<file path="src/gic_pkg.sv">
// ----------------------------------------------------------------------------
// gic_pkg: shared types and constants of the 4D grid index converter
// Widths, register indexes and the beat that moves along the cell chain.
// ----------------------------------------------------------------------------
package gic_pkg;

  localparam int unsigned MAX_SIZE = 1024;
  localparam int unsigned SizeW    = 11;
  localparam int unsigned CoordW   = 10;
  localparam int unsigned LinW     = 40;
  localparam int unsigned CfgIdxW  = 2;
  // one cell per quotient bit, three divisions
  localparam int unsigned NumCells = 3 * LinW;

  localparam logic [CfgIdxW-1:0] CfgSizeX = 2'd0;
  localparam logic [CfgIdxW-1:0] CfgSizeY = 2'd1;
  localparam logic [CfgIdxW-1:0] CfgSizeZ = 2'd2;
  localparam logic [CfgIdxW-1:0] CfgSizeT = 2'd3;

  localparam logic ReqFwd = 1'b0;
  localparam logic ReqInv = 1'b1;

  typedef struct packed {
    logic              vld;
    logic              inv;
    logic              ok_f;
    logic [LinW-1:0]   lin_f;
    logic [LinW-1:0]   n;
    logic [SizeW-1:0]  r;
    logic [CoordW-1:0] cx;
    logic [CoordW-1:0] cy;
  } beat_t;

endpackage

</file>
<file path="src/gic_cell.sv">
// ----------------------------------------------------------------------------
// gic_cell: one restoring division step
// Brings in one dividend bit, yields one quotient bit; on the first step of
// a new division it files the previous remainder as a coordinate.
// ----------------------------------------------------------------------------
module gic_cell #(
  parameter int unsigned STEP = 0
) (
  input  logic                      clk_i,
  input  logic                      rst_ni,
  input  logic                      en_i,
  input  logic [gic_pkg::SizeW-1:0] div_i,
  input  gic_pkg::beat_t            beat_i,
  output gic_pkg::beat_t            beat_o
);

  localparam int unsigned Slot  = STEP / gic_pkg::LinW;
  localparam bit          Start = (STEP % gic_pkg::LinW == 0) && (STEP != 0);

  gic_pkg::beat_t           b, beat_q;
  logic [gic_pkg::SizeW:0]  rr;
  logic                     qb;

  always_comb begin
    b = beat_i;
    if (Start) begin
      if (Slot == 1) b.cx = beat_i.r[gic_pkg::CoordW-1:0];
      else           b.cy = beat_i.r[gic_pkg::CoordW-1:0];
      b.r = '0;
    end
    rr = {b.r, b.n[gic_pkg::LinW-1]};
    qb = (rr >= {1'b0, div_i});
    b.r = qb ? gic_pkg::SizeW'(rr - {1'b0, div_i}) : rr[gic_pkg::SizeW-1:0];
    b.n = {b.n[gic_pkg::LinW-2:0], qb};
  end

  always_ff @(posedge clk_i or negedge rst_ni) begin
    if (!rst_ni) begin
      beat_q <= '0;
    end else if (en_i) begin
      beat_q <= b;
    end
  end

  assign beat_o = beat_q;

endmodule

</file>
<file path="config.mk">
export PLATFORM = sky130hd
export DESIGN_NAME = gic_cell
export DESIGN_NICKNAME = d
export VERILOG_FILES = /design/src/gic_pkg.sv /design/src/gic_cell.sv
export SDC_FILE = /design/constraint.sdc
export NUM_CORES = 1
export LEC_CHECK = 0
export ABC_AREA = 1
export BUFFER_PORTS_ARGS = -buffer_cell sky130_fd_sc_hd__buf_2
export CELL_PAD_IN_SITES_DETAIL_PLACEMENT = 0
export CELL_PAD_IN_SITES_GLOBAL_PLACEMENT = 2
export CORE_ASPECT_RATIO = 0.75
export CORE_MARGIN = 2
export CORE_UTILIZATION = 25
export CTS_CLUSTER_SIZE = 10
export DETAILED_ROUTE_END_ITERATION = 16
export PLACE_DENSITY_LB_ADDON = 0.1
export SETUP_SLACK_MARGIN = 0.2
export SLEW_MARGIN = 20
export SYNTH_ARGS = -nofsm -noshare
export SYNTH_HDL_FRONTEND = slang
export SYNTH_SLANG_ARGS = --single-unit
export TNS_END_PERCENT = 100
</file>
<file path="constraint.sdc">
create_clock -name clk_i -period 0.8 [get_ports clk_i]
set_input_delay 0.12 -clock clk_i [delete_from_list [all_inputs] [get_ports clk_i]]
set_output_delay 0.12 -clock clk_i [all_outputs]
set_load 0.01 [all_outputs]
</file>
==> results.py <==
metrics = {
    "run_status": {
        "outcome": "finished, violations left",
        "violations": "hold timing, setup timing",
    },
    "synthesis": {
        "synthTopCellsByArea": "dfrtp_1 56%, nand2_1 28%, inv_1 3.0%, nand3_1 2.8%, ha_1 2.7%",
        "yosys_warnings": 0,
        "synthMuxAreaShare": 0,
        "synth_top_family_by_area": "simple AND/OR/NAND/NOR gates",
        "avgSynthCellArea_um2": 7.89,
        "syn_area_um2": 5120,
        "synth_xor_area_frac": 0.00513,
        "syn_nets": 789,
        "synthCells": 649,
        "ys_seq_area_frac": 0.557,
        "synth_compound_area_frac": 0.00538,
        "yosys.area.top_type": "dfrtp_1",
        "synth_top_area_share": 0.557,
        "ys_seq_elements": 114,
        "synth_simple_gate_area_share": 0.342,
        "synthDistinctLibCells": 22,
        "synthAdderAreaFrac": 0.0308,
    },
    "layout": {
        "drive_above_1_share": 0.431,
        "synthToLayoutAreaGrowth_pct": 94.3,
        "final_nets": 1231,
        "largest_reg_flops": 114,
        "diodes": 0,
    },
    "power": {
        "power.leakage_nw": 5.40,
        "peakVddDrop_v": 0.00100,
        "p_per_area_nw_per_um2": 1880,
    },
    "route": {
        "vias": 5672,
        "ant_nets": 0,
        "first_pass_iters": 4,
        "drc": 0,
        "totalWireLength_um": 18200,
        "detail_route.wl_per_cell_um": 13.4,
        "vias_per_cell": 4.16,
        "drt_iter0_drc": 243,
    },
    "clocking": {
        "cts_root_buf": "clkbuf_16",
        "postCtsHoldBufs": 102,
        "cts.path.max_buffers": 2,
        "cts.sinks": 114,
        "h-tree-depth": 4,
        "cts_tree": "done",
        "clk_latency_ns": 0.42,
        "clk_pin_slew_ns": 0.06,
        "numCtsBuffers": 17,
    },
    "sta": {
        "timing.final.crit_share": 1.40,
        "slew_violations": 0,
        "setup_viol_count_final": 130,
        "tightest_slew_ns": 0.325,
        "layout_setup_ws_ns": -0.319,
        "rsz0062_at_grt": "true",
        "fmax_mhz": 894,
        "hold_viol": 114,
        "finalSetupTns_ns": -32.83,
        "finClkSkew_ns": 0,
        "hold_slack_ns": -0.400,
        "fin_crit_ns": 1.12,
        "maxSlewHeadroom": 0.784,
    },
    "place": {
        "port_buffers": 241,
        "hpwlAfterDp_um": 12500,
        "gp_congestion": 0.756,
    },
    "critical_path": {
        "critPathLaunch": "beat_i[70]",
        "critical_path.startpoint_type": "input port",
        "cp.arrival_ns": 1.42,
        "endpoint": "beat_o[28]$_DFFE_PN0P_",
        "end_kind": "flop",
        "cp.required_ns": 1.10,
        "rr_endpoint": "beat_o[55]$_DFFE_PN0P_",
        "reg2reg_slack_ns": -0.02,
        "critPathKind": "in2reg",
        "timing.rr.start": "beat_o[55]$_DFFE_PN0P_",
        "reg2reg_depth": 4,
        "cp_max_fo": 3,
    },
    "hold_path": {
        "hold_path_class": "in2async",
    },
    "die": {
        "ios": 242,
        "die_h_um": 128,
        "dieWidth_um": 169,
        "start_util": 0.254,
        "die-area_um2": 21700,
        "design.core.area_um2": 20200,
        "rows": 45,
    },
    "global_route": {
        "grt_antenna_before_repair": 0,
        "grt_pass1_vias": 5636,
        "grt_pass1_wl_um": 28100,
        "track_usage": 0.166,
        "overflow": 0,
        "grt_start_max_net_pins": 51,
    },
    "job": {
        "max_cap_violations": 0,
    },
}
==> routing by layer <==
metal | GRT usage | wire length, µm | part of all wire
met2 | 0.263 | 8290 | 0.46
met4 | 0.0548 | 273 | 0.015
met3 | 0.0571 | 1290 | 0.071
met5 | 0 | 0 | 0
met1 | 0.212 | 8340 | 0.46
==> final cells by class <==
cell class	count	area (µm²)
clock buffers	19	453
inverters	43	186
clock inverters	13	129
multi-input cells	464	2410
fillers	1941	10200
repair buffers	451	3600
well taps	258	323
flip-flops and latches	114	2850
==> per-stage QoR <==
stage | worst slack (ns) | area [µm²] | total power, mW | utilization | cells
2_1_floorplan | -0.663 | 5350 | 8.24 | - | 649
3_3_place_gp | -0.904 | 7250 | 9.96 | 0.360 | 1181
3_5_place_dp | -0.917 | 7250 | 9.99 | 0.360 | 1181
4_1_cts | -0.317 | 9490 | 18.5 | 0.471 | 1340
5_1_grt | -0.394 | 9950 | 19.7 | 0.494 | 1362
6_report | -0.319 | 9950 | 18.7 | 0.494 | 1362
==> synthesized netlist by cell type <==
library cell    n
nand4_1        13
fa_1            1
nor2_1         12
xnor2_1         2
clkbuf_1       15
ha_1           11
clkinv_1        1
nand2_1       384
xor2_1          1
or2_0           1
nand3_1        29
nand4_2         1
buf_6           4
o21bai_1        1
inv_2           1
nand2_2         2
inv_1          41
and2_1          1
dfrtp_1       114
buf_1           5
a21oi_1         4
buf_2           5
==> layout by cell type, fill, tap and decap left out, types with 2 or more instances in the layout <==
master           n
nand2_1        337
buf_2          195
dfrtp_1        114
dlygate4sd3_1  102
buf_6           81
buf_4           61
nand2_2         45
inv_1           35
clkbuf_16       17
nand3_2         14
nand4_1         13
nand3_1         12
buf_12          11
ha_4            10
nor2_1           9
clkinvlp_4       7
inv_2            6
nand2_4          4
nand3_4          3
nor2_2           2
nand4_4          2
a21oi_2          2
inv_6            2
clkbuf_8         2
clkinv_4         2
==> worst min-delay path by stage <==
stage,end,from,depth (start not counted),slack [ns]
after floorplan,beat_o[0]$_DFFE_PN0P_,rst_ni,0,-0.18
after global placement,beat_o[34]$_DFFE_PN0P_,rst_ni,1,0.04
after detailed placement,beat_o[34]$_DFFE_PN0P_,rst_ni,1,0.04
final,beat_o[7]$_DFFE_PN0P_,rst_ni,1,-0.40
after global routing,beat_o[34]$_DFFE_PN0P_,rst_ni,1,-0.41
after CTS,beat_o[34]$_DFFE_PN0P_,rst_ni,1,-0.42
==> kinds of logic (layout without fill, tap and decap cells) <==
group | count (synthesis) | count (layout)
buffers and inverters | 72 | 526
XOR/XNOR | 3 | 3
AO/OA/AOI/OAI | 5 | 5
adder cells (fa/ha/maj) | 12 | 12
flip-flops | 114 | 114
AND/OR/NAND/NOR | 443 | 444
==> power breakdown <==
part	internal [mW]	leakage [nW]	switching (mW)	total, mW
clock network	4.48	0.262	2.97	7.44
logic	2.50	3.75	2.07	4.57
registers	6.33	1.39	0.383	6.72
==> critical path: stages <==
cell	delay, ns
buf_8	0.09
inv_12	0.03
ha_4	0.15
fa_2	0.35
inv_2	0.09
nand3_4	0.07
nand3_4	0.08
buf_6	0.13
nand2_4	0.06
nand3_2	0.07
nand3_2	0.08
nand3_2	0.06
nand2_1	0.04
==> repair_timing <==
item	4_1_cts	5_1_grt
pin swaps	54	59
hold endpoints to repair	216	114
setup buffers	24	22
gates cloned	1	0
endpoints found under the setup margin	149	226
gates resized for setup	95	81
No activity file was read; power rests on OpenSTA's default activity.
