**config.mk**
```make
export PLATFORM = sky130hd
export DESIGN_NAME = gic_fwd
export DESIGN_NICKNAME = d
export VERILOG_FILES = /design/src/gic_pkg.sv /design/src/gic_fwd.sv
export SDC_FILE = /design/constraint.sdc
export NUM_CORES = 2
export LEC_CHECK = 0
export ABC_AREA = 1
export BUFFER_PORTS_ARGS = -buffer_cell sky130_fd_sc_hd__buf_4
export CAP_MARGIN = 20
export CORE_MARGIN = 4
export CORE_UTILIZATION = 35
export DETAILED_ROUTE_END_ITERATION = 6
export GPL_TIMING_DRIVEN = 0
export PLACE_DENSITY = 0.51
export SLEW_MARGIN = 0
export SYNTH_ARGS = -nofsm -noshare
export SYNTH_HDL_FRONTEND = slang
export SYNTH_SLANG_ARGS = --single-unit
```
**constraint.sdc**
```tcl
create_clock -name clk_i -period 6.7 [get_ports clk_i]
set_input_delay 0.67 -clock clk_i [delete_from_list [all_inputs] [get_ports clk_i]]
set_output_delay 0.67 -clock clk_i [all_outputs]
set_load 0.01 [all_outputs]
```
**src/gic_pkg.sv**
```systemverilog
// ----------------------------------------------------------------------------
// gic_pkg: shared types and constants of the 4D grid index converter
// Widths, register indexes and the beat that moves along the cell chain.
// ----------------------------------------------------------------------------
package gic_pkg;

  localparam int unsigned MAX_SIZE = 1024;
  localparam int unsigned SizeW    = 11;
  localparam int unsigned CoordW   = 10;
  localparam int unsigned LinW     = 40;
  localparam int unsigned CfgIdxW  = 2;
  // one cell per quotient bit, three divisions
  localparam int unsigned NumCells = 3 * LinW;

  localparam logic [CfgIdxW-1:0] CfgSizeX = 2'd0;
  localparam logic [CfgIdxW-1:0] CfgSizeY = 2'd1;
  localparam logic [CfgIdxW-1:0] CfgSizeZ = 2'd2;
  localparam logic [CfgIdxW-1:0] CfgSizeT = 2'd3;

  localparam logic ReqFwd = 1'b0;
  localparam logic ReqInv = 1'b1;

  typedef struct packed {
    logic              vld;
    logic              inv;
    logic              ok_f;
    logic [LinW-1:0]   lin_f;
    logic [LinW-1:0]   n;
    logic [SizeW-1:0]  r;
    logic [CoordW-1:0] cx;
    logic [CoordW-1:0] cy;
  } beat_t;

endpackage

```
**src/gic_fwd.sv**
```systemverilog
// ----------------------------------------------------------------------------
// gic_fwd: forward index multiply-add pipeline
// Three registered multiply-add stages; inverse beats ride along unchanged.
// ----------------------------------------------------------------------------
module gic_fwd (
  input  logic                              clk_i,
  input  logic                              rst_ni,
  input  logic                              en_i,
  input  logic                              vld_i,
  input  logic                              req_type_i,
  input  logic [gic_pkg::CoordW-1:0]        coord_x_i,
  input  logic [gic_pkg::CoordW-1:0]        coord_y_i,
  input  logic [gic_pkg::CoordW-1:0]        coord_z_i,
  input  logic [gic_pkg::CoordW-1:0]        coord_t_i,
  input  logic [gic_pkg::LinW-1:0]          linear_in_i,
  input  logic [gic_pkg::SizeW-1:0]         sx_i,
  input  logic [gic_pkg::SizeW-1:0]         sy_i,
  input  logic [gic_pkg::SizeW-1:0]         sz_i,
  input  logic [gic_pkg::SizeW-1:0]         st_i,
  output gic_pkg::beat_t                    beat_o
);

  localparam int unsigned A1W = gic_pkg::CoordW + gic_pkg::SizeW;
  localparam int unsigned A2W = A1W + gic_pkg::SizeW - 1;

  logic                       v1_q, v2_q, i1_q, i2_q, ok1_q, ok2_q;
  logic [A1W-1:0]             a1_q;
  logic [A2W-1:0]             a2_q;
  logic [gic_pkg::CoordW-1:0] x1_q, y1_q, x2_q;
  logic [gic_pkg::LinW-1:0]   l1_q, l2_q;
  logic                       ok_d;
  gic_pkg::beat_t             beat_q;

  assign ok_d = ({1'b0, coord_x_i} < sx_i) && ({1'b0, coord_y_i} < sy_i) &&
                ({1'b0, coord_z_i} < sz_i) && ({1'b0, coord_t_i} < st_i);

  always_ff @(posedge clk_i or negedge rst_ni) begin
    if (!rst_ni) begin
      v1_q   <= 1'b0;
      v2_q   <= 1'b0;
      beat_q <= '0;
    end else if (en_i) begin
      v1_q       <= vld_i;
      v2_q       <= v1_q;
      beat_q.vld <= v2_q;
      beat_q.inv <= i2_q;
      beat_q.ok_f  <= ok2_q;
      beat_q.lin_f <= gic_pkg::LinW'(a2_q * sx_i) + gic_pkg::LinW'(x2_q);
      beat_q.n   <= (i2_q == gic_pkg::ReqInv) ? l2_q : '0;
      beat_q.r   <= '0;
      beat_q.cx  <= '0;
      beat_q.cy  <= '0;
    end
  end

  always_ff @(posedge clk_i) begin
    if (en_i) begin
      i1_q  <= req_type_i;
      ok1_q <= ok_d;
      a1_q  <= A1W'(coord_t_i * sz_i) + A1W'(coord_z_i);
      x1_q  <= coord_x_i;
      y1_q  <= coord_y_i;
      l1_q  <= linear_in_i;
      i2_q  <= i1_q;
      ok2_q <= ok1_q;
      a2_q  <= A2W'(a1_q * sy_i) + A2W'(y1_q);
      x2_q  <= x1_q;
      l2_q  <= l1_q;
    end
  end

  assign beat_o = beat_q;

endmodule

```
==> results_dict.tcl <==
set metrics [dict create \
    post_synth_and_or_nand_nor_area_fraction 0.176 \
    gr-total-overflow 0 \
    firstDrtPassIters 5 \
    syn_inst 4095 \
    post_cts_resized 0 \
    worst_ep_arrival_time_ns 6.37 \
    layout.cells.most_common "sky130_fd_sc_hd__nand2_1" \
    die-area_mm2 0.101 \
    most_frequent_cells_in_the_layout "sky130_fd_sc_hd__nand2_1, sky130_fd_sc_hd__inv_1, sky130_fd_sc_hd__fa_1" \
    finish.net_count 5295 \
    top_area_cell_type_share_of_the_netlist_area 0.315 \
    compound_gate_fraction_of_synth_area 0.0321 \
    startpoint "sx_i[10]" \
    ys_async_sr_fraction 0.339 \
    r2r_slack_ns 1.09 \
    period_minus_slack_ns 5.89 \
    dr_total_vias 25800 \
    max_freq_mhz 170 \
    grt_start_max_net_pins 99 \
    fin_tns_setup_ns 0 \
    timing.clock.skew_ns 0.0307 \
    synth_seq_cells 251 \
    synth-seq-area-share 0.212 \
    cts_htree_levels 1 \
    outcome "completed" \
    final_layout_size_suffix_gt1_frac 0.0717 \
    chipHeight_um 317 \
    worstMarginPinSlew_ns 1.11 \
    cts-root-buf "sky130_fd_sc_hd__clkbuf_16" \
    post_synth_fa_ha_maj_area_fraction 0.415 \
    routed_wl_um 96700 \
    io_buffers 211 \
    gr-usage-all-layers 0.194 \
    synth_xor_xnor_area_share 0.0157 \
    detail_route.drc_violations 0 \
    gpl.final_weighted_congestion 0.885 \
    post-route-cell-area_mm2 0.0380 \
    mux_cell_area_share_after_synthesis 0 \
    worstHoldPathType "primary input to flop" \
    synth_area_per_cell_um2 8.18 \
    place_area_mm2 0.0369 \
    combinational_family_with_the_most_area_after_synthesis "adder cells" \
    initial_drt_markers 1691 \
    clock_latency_ns 0.63 \
    timing.final.hold_violations 0 \
    yosysWarningCount 0 \
    global_route_wire_length_before_repair_um 154000 \
    number_of_antenna_violations_at_the_first_check_in_global_routing 4 \
    crit_type "primary input to flop" \
    fin_crit_sh 0.879 \
    finalSetupViolCount 0 \
    start_kind "primary input" \
    grt_setup_unrepaired "no" \
    worst_r2r_endpoint "beat_o[107]$_DFFE_PN0P_" \
    cts.path.max_buffers 3 \
    crit_path_end_kind "flop" \
    timing.critical_path.required_ns 7.18 \
    critPathCapture "beat_o[107]$_DFFE_PN0P_" \
    crit_path_max_fanout 10 \
    hpwlAfterDp_um 80200 \
    cts_setup_buffers 0 \
    most_area_consuming_cells_after_synthesis "sky130_fd_sc_hd__fa_1, sky130_fd_sc_hd__edfxtp_1, sky130_fd_sc_hd__nand2_1, sky130_fd_sc_hd__inv_1, sky130_fd_sc_hd__ha_1" \
    timing.final.max_slew_violations 0 \
    netlist_area_mm2 0.0335 \
    cts_inserted_buffers 30 \
    routed_length_per_instance_um 17.1 \
    synth.lib_cells_used.distinct 45 \
    fp.coreArea_mm2 0.0950 \
    max_cap_violations 0 \
    vias_in_the_first_global_route 27400 \
    max_transition_margin 0.259 \
    detail_route.vias_per_cell 4.56 \
    worst_r2r_path_depth 22 \
    cts.reportedPaths.clkPinSlew_ns 0.06 \
    synth.largest_area_cell "sky130_fd_sc_hd__fa_1" \
    edff_count_synth 166 \
    clock_tree_from_tritoncts "done" \
    drtAntennaViolNets 0 \
    cts_sinks 251 \
    area_delta_synth_final_pct 13.4 \
    floorplan.initialDensity 0.353 \
    dominantRegCellSynth "sky130_fd_sc_hd__edfxtp_1" \
    dieWidth_um 317 \
    reg2reg_from "a2_q[9]$_DFFE_PP_" \
    io-pin-count 243 \
    fp-row-count 113 \
]
-- worst min path at each step --
stage                              end  slack, ns  cells past startpoint                from
2_1_floorplan  beat_o[100]$_DFFE_PN0P_       0.37                      0              rst_ni
3_3_place_gp         l2_q[3]$_DFFE_PP_       0.40                      0   l1_q[3]$_DFFE_PP_
3_5_place_dp        l2_q[25]$_DFFE_PP_       0.40                      0  l1_q[25]$_DFFE_PP_
4_1_cts              l1_q[0]$_DFFE_PP_       0.18                      1      linear_in_i[0]
5_1_grt              l1_q[0]$_DFFE_PP_       0.20                      1      linear_in_i[0]
6_report             l1_q[0]$_DFFE_PP_       0.23                      1      linear_in_i[0]
-- layout make-up --
| class | instances | area [µm²] |
|---|---|---|
| Sequential cell | 251 | 7110 |
| Antenna cell | 2 | 5.00 |
| Buffer | 183 | 806 |
| Clock inverter | 16 | 225 |
| Inverter | 1120 | 4200 |
| Fill cell | 9886 | 57000 |
| Clock buffer | 40 | 911 |
| Tap cell | 1265 | 1580 |
| Timing Repair Buffer | 215 | 1660 |
| Multi-Input combinational cell | 2571 | 21500 |
-- flip-flops by register name, summed over array words and instances, names as in the netlist --
name    cells
a2_q       31
y1_q       10
ok2_q       1
beat_o     83
ok1_q       1
a1_q       21
x1_q       10
v2_q        1
v1_q        1
x2_q       10
l2_q       40
i2_q        1
i1_q        1
l1_q       40
-- cells by family (layout without fill, tap and decap cells) --
family | after synthesis | in the layout
other | 1 | 33
buffers and inverters | 1303 | 1574
and+or+nand+nor | 1494 | 1494
adders and majority gates | 794 | 794
AOI/OAI and AO/OA | 192 | 192
xor gates and xnor gates | 60 | 60
DFF | 251 | 251
-- Yosys cell counts (31+ instances only) --
library cell / count
sky130_fd_sc_hd__dfrtp_1: 85
sky130_fd_sc_hd__xor2_1: 33
sky130_fd_sc_hd__ha_1: 266
sky130_fd_sc_hd__edfxtp_1: 166
sky130_fd_sc_hd__a21oi_1: 93
sky130_fd_sc_hd__fa_1: 528
sky130_fd_sc_hd__buf_4: 31
sky130_fd_sc_hd__nand3_1: 109
sky130_fd_sc_hd__clkbuf_1: 147
sky130_fd_sc_hd__o21ai_0: 50
sky130_fd_sc_hd__nand2_1: 1201
sky130_fd_sc_hd__nor2_1: 127
sky130_fd_sc_hd__inv_1: 1119
-- what timing repair did --
item,in CTS,in global routing
hold buffers,1,0
setup endpoints to repair,0,0
hold endpoints to repair,22,0
-- through the flow --
| stage | hold WS [ns] | util | setup WS, ns | cells |
|---|---|---|---|---|
| floorplan | 0.374 | - | 1.56 | 4125 |
| global placement | 0.401 | 0.387 | 0.245 | 5601 |
| detailed placement | 0.405 | 0.388 | 0.245 | 5604 |
| CTS | 0.179 | 0.400 | 0.875 | 5661 |
| global route | 0.201 | 0.400 | 0.469 | 5662 |
| finish | 0.228 | 0.400 | 0.811 | 5663 |
-- critical path: stages --
cell	delay, ns
sky130_fd_sc_hd__buf_4	0.17
sky130_fd_sc_hd__clkbuf_1	0.52
sky130_fd_sc_hd__buf_1	0.62
sky130_fd_sc_hd__nand2_1	0.12
sky130_fd_sc_hd__inv_1	0.11
sky130_fd_sc_hd__fa_1	0.44
sky130_fd_sc_hd__fa_1	0.55
sky130_fd_sc_hd__fa_1	0.48
sky130_fd_sc_hd__fa_1	0.52
sky130_fd_sc_hd__inv_1	0.05
sky130_fd_sc_hd__fa_1	0.47
sky130_fd_sc_hd__inv_1	0.04
sky130_fd_sc_hd__ha_1	0.39
sky130_fd_sc_hd__nand2_1	0.15
sky130_fd_sc_hd__nor2_1	0.18
sky130_fd_sc_hd__nand2_1	0.07
sky130_fd_sc_hd__inv_1	0.08
sky130_fd_sc_hd__nand4_1	0.07
sky130_fd_sc_hd__nand3_1	0.21
sky130_fd_sc_hd__nand2_1	0.14
sky130_fd_sc_hd__nand2_1	0.08
sky130_fd_sc_hd__nand2_1	0.05
sky130_fd_sc_hd__nand3_1	0.09
sky130_fd_sc_hd__nand2_1	0.07
-- layer usage --
layer / vias up / wire length (µm) / GRT usage / share of wire
li1: 12400 / - / - / -
met1: 12700 / 41600 / 0.249 / 0.43
met2: 545 / 47000 / 0.337 / 0.49
met3: 149 / 4670 / 0.0284 / 0.048
met4: 4 / 3360 / 0.0618 / 0.035
met5: - / 27 / 0 / 0.00028
Power is not shown: default switching activity piles up to over one toggle a cycle in this logic, so the estimate is an artifact.
